File: src/lfa_pkg.sv
// ----------------------------------------------------------------------------
// lfa_pkg: shared types, constants and the flux microprogram
// Widths of the fixed-point datapath, the operation encoding used between
// controller and datapath, and the step program for one face.
// ----------------------------------------------------------------------------
`default_nettype none
package lfa_pkg;

    localparam int WORD_BITS = 32;
    localparam int FRAC_BITS = 16;
    localparam int UWORD     = WORD_BITS - 1;
    localparam int INNER_SH  = 60;
    localparam int VAL_W     = INNER_SH + 2;
    localparam int MAG_W     = INNER_SH + 1;
    localparam int NIB       = 4;
    localparam int MB_W      = 64;
    localparam int MUL_ITERS = MB_W / NIB;
    localparam int ACC_W     = MAG_W + MB_W;
    localparam int DIV_W     = WORD_BITS + FRAC_BITS;
    localparam int SQ_ITERS  = (UWORD + FRAC_BITS + 1) / 2;
    localparam int SQ_W      = 2 * SQ_ITERS;
    localparam int SQR_W     = SQ_ITERS + 3;
    localparam int OUT_W     = 48;
    localparam int CNT_W     = $clog2(DIV_W + 1);
    localparam int PC_W      = 6;
    localparam int IN_DATA_W = 288;
    localparam int OUT_DATA_W = 4 * OUT_W;

    typedef struct packed {
        logic signed [WORD_BITS-1:0] w0;
        logic signed [WORD_BITS-1:0] v0;
        logic signed [WORD_BITS-1:0] u0;
        logic        [UWORD-1:0]     rho;
        logic        [UWORD-1:0]     c0sq;
        logic signed [WORD_BITS-1:0] w;
        logic signed [WORD_BITS-1:0] v;
        logic signed [WORD_BITS-1:0] u;
        logic signed [WORD_BITS-1:0] p;
    } side_t;

    typedef enum logic [3:0] {
        OP_SQRT, OP_AMAX, OP_MUL, OP_ADD, OP_SUB, OP_DIV, OP_HALF, OP_END
    } op_code_t;

    typedef enum logic [4:0] {
        S_LP, S_LU, S_LV, S_LW, S_LC, S_LR, S_LU0, S_LV0, S_LW0,
        S_RP, S_RU, S_RV, S_RW, S_RC, S_RR, S_RU0, S_RV0, S_RW0,
        S_T0, S_T1, S_T2, S_T3, S_T4, S_T5, S_T6, S_T7, S_A, S_ZERO
    } src_t;

    typedef enum logic [3:0] {
        D_T0, D_T1, D_T2, D_T3, D_T4, D_T5, D_T6, D_T7,
        D_A, D_F0, D_F1, D_F2, D_F3, D_NONE
    } dst_t;

    typedef struct packed {
        op_code_t code;
        dst_t     dst;
        src_t     a;
        src_t     b;
    } op_t;

    typedef struct packed {
        logic load_left;
        logic load_right;
        logic clear;
        logic start;
        logic emit;
        op_t  op;
    } ctrl_cmd_t;

    typedef struct packed {
        logic done;
    } dp_stat_t;

    // Temps: T2/T3 left pressure/velocity flux, T4/T5 right, T6 jump, T7 sum.
    function automatic op_t prog(input logic [PC_W-1:0] pc);
        op_t o;
        unique case (pc)
            6'd0:  o = '{OP_SQRT, D_T0, S_LC,   S_ZERO};
            6'd1:  o = '{OP_AMAX, D_A,  S_LU0,  S_T0};
            6'd2:  o = '{OP_SQRT, D_T0, S_RC,   S_ZERO};
            6'd3:  o = '{OP_AMAX, D_A,  S_RU0,  S_T0};
            6'd4:  o = '{OP_MUL,  D_T0, S_LR,   S_LC};
            6'd5:  o = '{OP_MUL,  D_T0, S_T0,   S_LU};
            6'd6:  o = '{OP_MUL,  D_T1, S_LP,   S_LU0};
            6'd7:  o = '{OP_ADD,  D_T2, S_T0,   S_T1};
            6'd8:  o = '{OP_DIV,  D_T0, S_LP,   S_LR};
            6'd9:  o = '{OP_MUL,  D_T1, S_LU0,  S_LU};
            6'd10: o = '{OP_ADD,  D_T0, S_T0,   S_T1};
            6'd11: o = '{OP_MUL,  D_T1, S_LV0,  S_LV};
            6'd12: o = '{OP_ADD,  D_T0, S_T0,   S_T1};
            6'd13: o = '{OP_MUL,  D_T1, S_LW0,  S_LW};
            6'd14: o = '{OP_ADD,  D_T3, S_T0,   S_T1};
            6'd15: o = '{OP_MUL,  D_T0, S_RR,   S_RC};
            6'd16: o = '{OP_MUL,  D_T0, S_T0,   S_RU};
            6'd17: o = '{OP_MUL,  D_T1, S_RP,   S_RU0};
            6'd18: o = '{OP_ADD,  D_T4, S_T0,   S_T1};
            6'd19: o = '{OP_DIV,  D_T0, S_RP,   S_RR};
            6'd20: o = '{OP_MUL,  D_T1, S_RU0,  S_RU};
            6'd21: o = '{OP_ADD,  D_T0, S_T0,   S_T1};
            6'd22: o = '{OP_MUL,  D_T1, S_RV0,  S_RV};
            6'd23: o = '{OP_ADD,  D_T0, S_T0,   S_T1};
            6'd24: o = '{OP_MUL,  D_T1, S_RW0,  S_RW};
            6'd25: o = '{OP_ADD,  D_T5, S_T0,   S_T1};
            6'd26: o = '{OP_SUB,  D_T6, S_RP,   S_LP};
            6'd27: o = '{OP_ADD,  D_T7, S_T2,   S_T4};
            6'd28: o = '{OP_MUL,  D_T1, S_A,    S_T6};
            6'd29: o = '{OP_SUB,  D_T7, S_T7,   S_T1};
            6'd30: o = '{OP_HALF, D_F0, S_T7,   S_ZERO};
            6'd31: o = '{OP_SUB,  D_T6, S_RU,   S_LU};
            6'd32: o = '{OP_ADD,  D_T7, S_T3,   S_T5};
            6'd33: o = '{OP_MUL,  D_T1, S_A,    S_T6};
            6'd34: o = '{OP_SUB,  D_T7, S_T7,   S_T1};
            6'd35: o = '{OP_HALF, D_F1, S_T7,   S_ZERO};
            6'd36: o = '{OP_SUB,  D_T6, S_RV,   S_LV};
            6'd37: o = '{OP_MUL,  D_T1, S_A,    S_T6};
            6'd38: o = '{OP_SUB,  D_T7, S_ZERO, S_T1};
            6'd39: o = '{OP_HALF, D_F2, S_T7,   S_ZERO};
            6'd40: o = '{OP_SUB,  D_T6, S_RW,   S_LW};
            6'd41: o = '{OP_MUL,  D_T1, S_A,    S_T6};
            6'd42: o = '{OP_SUB,  D_T7, S_ZERO, S_T1};
            6'd43: o = '{OP_HALF, D_F3, S_T7,   S_ZERO};
            default: o = '{OP_END, D_NONE, S_ZERO, S_ZERO};
        endcase
        return o;
    endfunction

endpackage
`default_nettype wire

File: src/lfa_ctrl.sv
// ----------------------------------------------------------------------------
// lfa_ctrl: flux controller
// Accepts items, steps the datapath through the face program and hands the
// finished result to the output register.
// ----------------------------------------------------------------------------
`default_nettype none
module lfa_ctrl import lfa_pkg::*; (
    input  wire logic      aclk,
    input  wire logic      aresetn,
    input  wire logic      s_tvalid,
    input  wire logic      mode,
    input  wire logic      m_tready,
    input  wire dp_stat_t  stat,
    output logic           s_tready,
    output logic           m_tvalid,
    output ctrl_cmd_t      cmd
);

    typedef enum logic [1:0] {C_IDLE, C_ISSUE, C_WAIT, C_EMIT} state_t;

    state_t state_reg;
    logic [PC_W-1:0] pc_reg;
    logic m_tvalid_reg;
    logic accept;

    always_comb begin
        accept = s_tvalid && (state_reg == C_IDLE);
        cmd.load_left = accept && !mode;
        cmd.load_right = accept && mode;
        cmd.clear = accept && mode;
        cmd.op = prog(pc_reg);
        cmd.start = (state_reg == C_ISSUE) && (cmd.op.code != OP_END);
        cmd.emit = (state_reg == C_EMIT) && (!m_tvalid_reg || m_tready);
    end

    always_ff @(posedge aclk) begin
        if (!aresetn) begin
            state_reg <= C_IDLE;
            pc_reg <= '0;
            m_tvalid_reg <= 1'b0;
        end else begin
            if (cmd.emit) begin
                m_tvalid_reg <= 1'b1;
            end else if (m_tready) begin
                m_tvalid_reg <= 1'b0;
            end
            unique case (state_reg)
                C_IDLE: begin
                    if (accept && mode) begin
                        pc_reg <= '0;
                        state_reg <= C_ISSUE;
                    end
                end
                C_ISSUE: begin
                    state_reg <= (cmd.op.code == OP_END) ? C_EMIT : C_WAIT;
                end
                C_WAIT: begin
                    if (stat.done) begin
                        pc_reg <= pc_reg + PC_W'(1);
                        state_reg <= C_ISSUE;
                    end
                end
                C_EMIT: begin
                    if (cmd.emit) begin
                        state_reg <= C_IDLE;
                    end
                end
                default: state_reg <= C_IDLE;
            endcase
        end
    end

    assign s_tready = (state_reg == C_IDLE);
    assign m_tvalid = m_tvalid_reg;

endmodule
`default_nettype wire
File: config.mk
export PLATFORM = sky130hd
export DESIGN_NAME = lfa_ctrl
export DESIGN_NICKNAME = d
export VERILOG_FILES = /design/src/lfa_pkg.sv /design/src/lfa_ctrl.sv
export SDC_FILE = /design/constraint.sdc
export NUM_CORES = 1
export LEC_CHECK = 0
export ABC_CLOCK_PERIOD_IN_PS = 5600
export BUFFER_PORTS_ARGS = -buffer_cell sky130_fd_sc_hd__buf_4
export CORE_MARGIN = 2
export CORE_UTILIZATION = 62
export DETAILED_ROUTE_END_ITERATION = 12
export HOLD_SLACK_MARGIN = 0.02
export PLACE_DENSITY = 0.9
export SLEW_MARGIN = 20
export SYNTH_ARGS = -nofsm -noshare
export SYNTH_HDL_FRONTEND = slang
export SYNTH_SLANG_ARGS = --single-unit
File: constraint.sdc
create_clock -name aclk -period 5.6 [get_ports aclk]
set_input_delay 0.56 -clock aclk [delete_from_list [all_inputs] [get_ports aclk]]
set_output_delay 0.56 -clock aclk [all_outputs]
set_load 0.1 [all_outputs]
==> results.yml <==
floorplanning:
  dieWidth_um: 64
  die_footprint_um2: 4100
  initial_utilization: 0.659
  fp-row-count: 21
  core_area_um2: 3390
  die_h_um: 64
  pin_count: 31
place:
  numPortBuffers: 29
  dpl.hpwl_um: 4250
  place.gp.congestion: 0.986
route:
  route.vias.total: 2283
  postRouteAntennaNets: 0
  totalWireLength_um: 6210
  router_iterations_before_antenna_repair: 7
  drc: 0
  routed_wire_length_per_instance_um: 17.9
  vias_per_cell: 6.60
  drt_iter0_markers: 333
sta:
  setup_viol: 0
  worstMarginPinSlew_ns: 0.929
  layout_min_cycle_time_ns: 3.31
  final_hold_viol_count: 0
  final_max_slew_viol_count: 0
  post_route_setup_tns_ns: 0
  skew_ns: 0.00869
  setup_repair_after_global_routing_missed_its_margin: "false"
  max_clk_rate_mhz: 302
  layout_worst_path_cycle_share: 0.592
  maxSlewHeadroom: 0.367
status:
  status: "complete, no violations"
synthesis:
  synth-edff-count: 0
  yosysTopAreaCell: "dfxtp_1"
  synthMostInstantiatedCell: "nand2_1"
  syn_area_um2: 2230
  mappedNetlistNets: 308
  synth.yosys.warnings: 0
  synth_top_area_share: 0.233
  synth_cell_types: 65
  postSynthRegisterBits: 26
  post_synthesis_sequential_area_ratio: 0.233
  synthArstFlopShare: 0
  synth_cells: 288
  ys_dominant_reg_cell: "dfxtp_1"
  syn_avg_cell_area_um2: 7.75
  netlist_top_cells_count: "nand2_1, dfxtp_1, nor2_1"
  synth.top_cells.by_area: "dfxtp_1, ha_1, nand2_1"
hold_path:
  whs_endpoint: "m_tvalid"
  min_delay_path_depth: 3
  holdCritStartpoint: "m_tready"
  hp-class: "in -> reg"
critical_path:
  reg2regPathDepth: 8
  path_class: "reg -> reg"
  launching_element_type_of_the_critical_path: "flop"
  crit_path_end_kind: "flop"
  worst_ep_arrival_time_ns: 3.57
  r2r_setup_slack_ns: 2.29
  r2r-end: "cmd[0]"
  worst_ep_required_time_ns: 5.85
  worst_r2r_startpoint: "state_reg[1]"
  maximum_fanout_along_the_worst_path: 33
power:
  power_switching_mw: 0.147
  power.share.clock: 0.216
  sw_frac_of_total: 0.376
  cellInternalPower_mw: 0.244
  p_seq_frac: 0.496
  cellLeakagePower_nw: 1.05
  comb_power_share: 0.288
  power.ir.vdd_worst_v: 0.0000955
  power_density_nw_per_um2: 162
clock_network:
  cts_buffers: 3
  cts.clk_slew.worst_paths_ns: 0.15
  cts_max_path_buffers: 2
  setup_fix_buffers_added_after_clock_tree_synthesis: 0
  cts.sink_count: 26
  cts-resized-gates: 0
  cts_tree: "done"
  root_buffer: "clkbuf_4"
  holdBufCountCts: 0
  ctsHtreeMaxLevel: 1
  clock_insertion_delay_worst_skew_ns: 0.34
finish:
  largest_reg_flops: 17
  nets_final: 322
  antenna_cells_inserted: 0
  layout.filler_cells: 286
  post-route-util: 0.712
  synth_to_layout_area_growth_pct: 8.18
  drive_gt1_frac: 0.180
run:
  maxCapViolations: 0
global_route:
  grt.total_usage: 0.317
  number_of_global_route_vias_before_repair: 2061
  antenna_violations_before_repair: 0
  grt_first_pass_wirelength_um: 10200
  grt_max_degree: 35
  grt-ovfl-total: 0
-- cells by family (layout without fill, tap and decap cells) --
kind of cell	count (synthesis)	in the layout	share of synthesized area
compound gates	94	94	0.302
xor+xnor	6	6	0.0269
fa+ha+maj	14	14	0.0785
buf+inv	39	51	0.0947
flops	26	26	0.233
mux	3	3	0.0213
other cells	1	1	0.00168
simple gates	105	105	0.242
-- final cells by class --
type                            count  area (um^2)  area share
Timing Repair Buffer               31          233      0.0964
Sequential cell                    26          520       0.216
Inverter                           17         73.8      0.0306
Multi-Input combinational cell    223         1510       0.624
Clock buffer                        3         22.5     0.00933
Tap cell                           46         57.6      0.0238
-- stage by stage --
stage | hold WS (ns) | std cells | area [um^2] | setup WS [ns] | power, mW
2_1_floorplan | 0.526 | 288 | 2230 | 1.96 | 0.286
3_3_place_gp | 0.477 | 343 | 2380 | 2.31 | 0.308
3_5_place_dp | 0.492 | 343 | 2380 | 2.27 | 0.308
4_1_cts | 0.500 | 346 | 2410 | 2.39 | 0.388
5_1_grt | 0.522 | 346 | 2410 | 2.14 | 0.404
6_report | 0.491 | 346 | 2410 | 2.29 | 0.391
-- power by group through the flow --
stage | logic [mW] | registers, mW | clock network [mW]
6_report | 0.113 | 0.194 | 0.0844
4_1_cts | 0.111 | 0.194 | 0.0838
2_1_floorplan | 0.0649 | 0.221 | 0
3_5_place_dp | 0.111 | 0.198 | 0
3_3_place_gp | 0.110 | 0.198 | 0
5_1_grt | 0.118 | 0.195 | 0.0914
-- worst max path at each step --
stage	endpoint	cells after the start	slack, ns	from
2_1_floorplan	cmd[22]	3	1.96	state_reg[1]
3_3_place_gp	cmd[0]	9	2.31	mode
3_5_place_dp	cmd[0]	9	2.27	mode
4_1_cts	cmd[0]	8	2.39	state_reg[1]
5_1_grt	cmd[0]	8	2.14	state_reg[1]
6_report	cmd[0]	8	2.29	state_reg[1]
-- per-layer routing --
metal | global-route usage | share of wire | wire, um | vias up
met1 | 0.445 | 0.40 | 2510 | 1036
met5 | 0 | 0 | 0 | -
li1 | - | - | - | 1070
met2 | 0.492 | 0.45 | 2780 | 152
met3 | 0.0546 | 0.12 | 767 | 25
met4 | 0.103 | 0.024 | 152 | 0
-- layout by cell type (no fill, tap or decap), types with 5 or more instances in the layout --
master	n
nand2_1	35
buf_4	31
nor2_1	26
dfxtp_1	26
a21oi_1	22
o21ai_0	17
ha_1	14
nand3_1	12
inv_1	11
nor3_1	9
a31oi_1	6
a311oi_1	6
and3_1	5
a211o_1	5
a221oi_1	5
-- worst max-delay path, cell delays in order (launching register included) --
cell and delay, ns:
dfxtp_1 0.42, nand4bb_4 0.41, a21oi_4 0.32, mux2i_4 0.83
inv_2 0.37, nor2_1 0.37, a22oi_1 0.11, and3_1 0.18
a221oi_1 0.21
No activity file was read; power rests on OpenSTA's default activity.
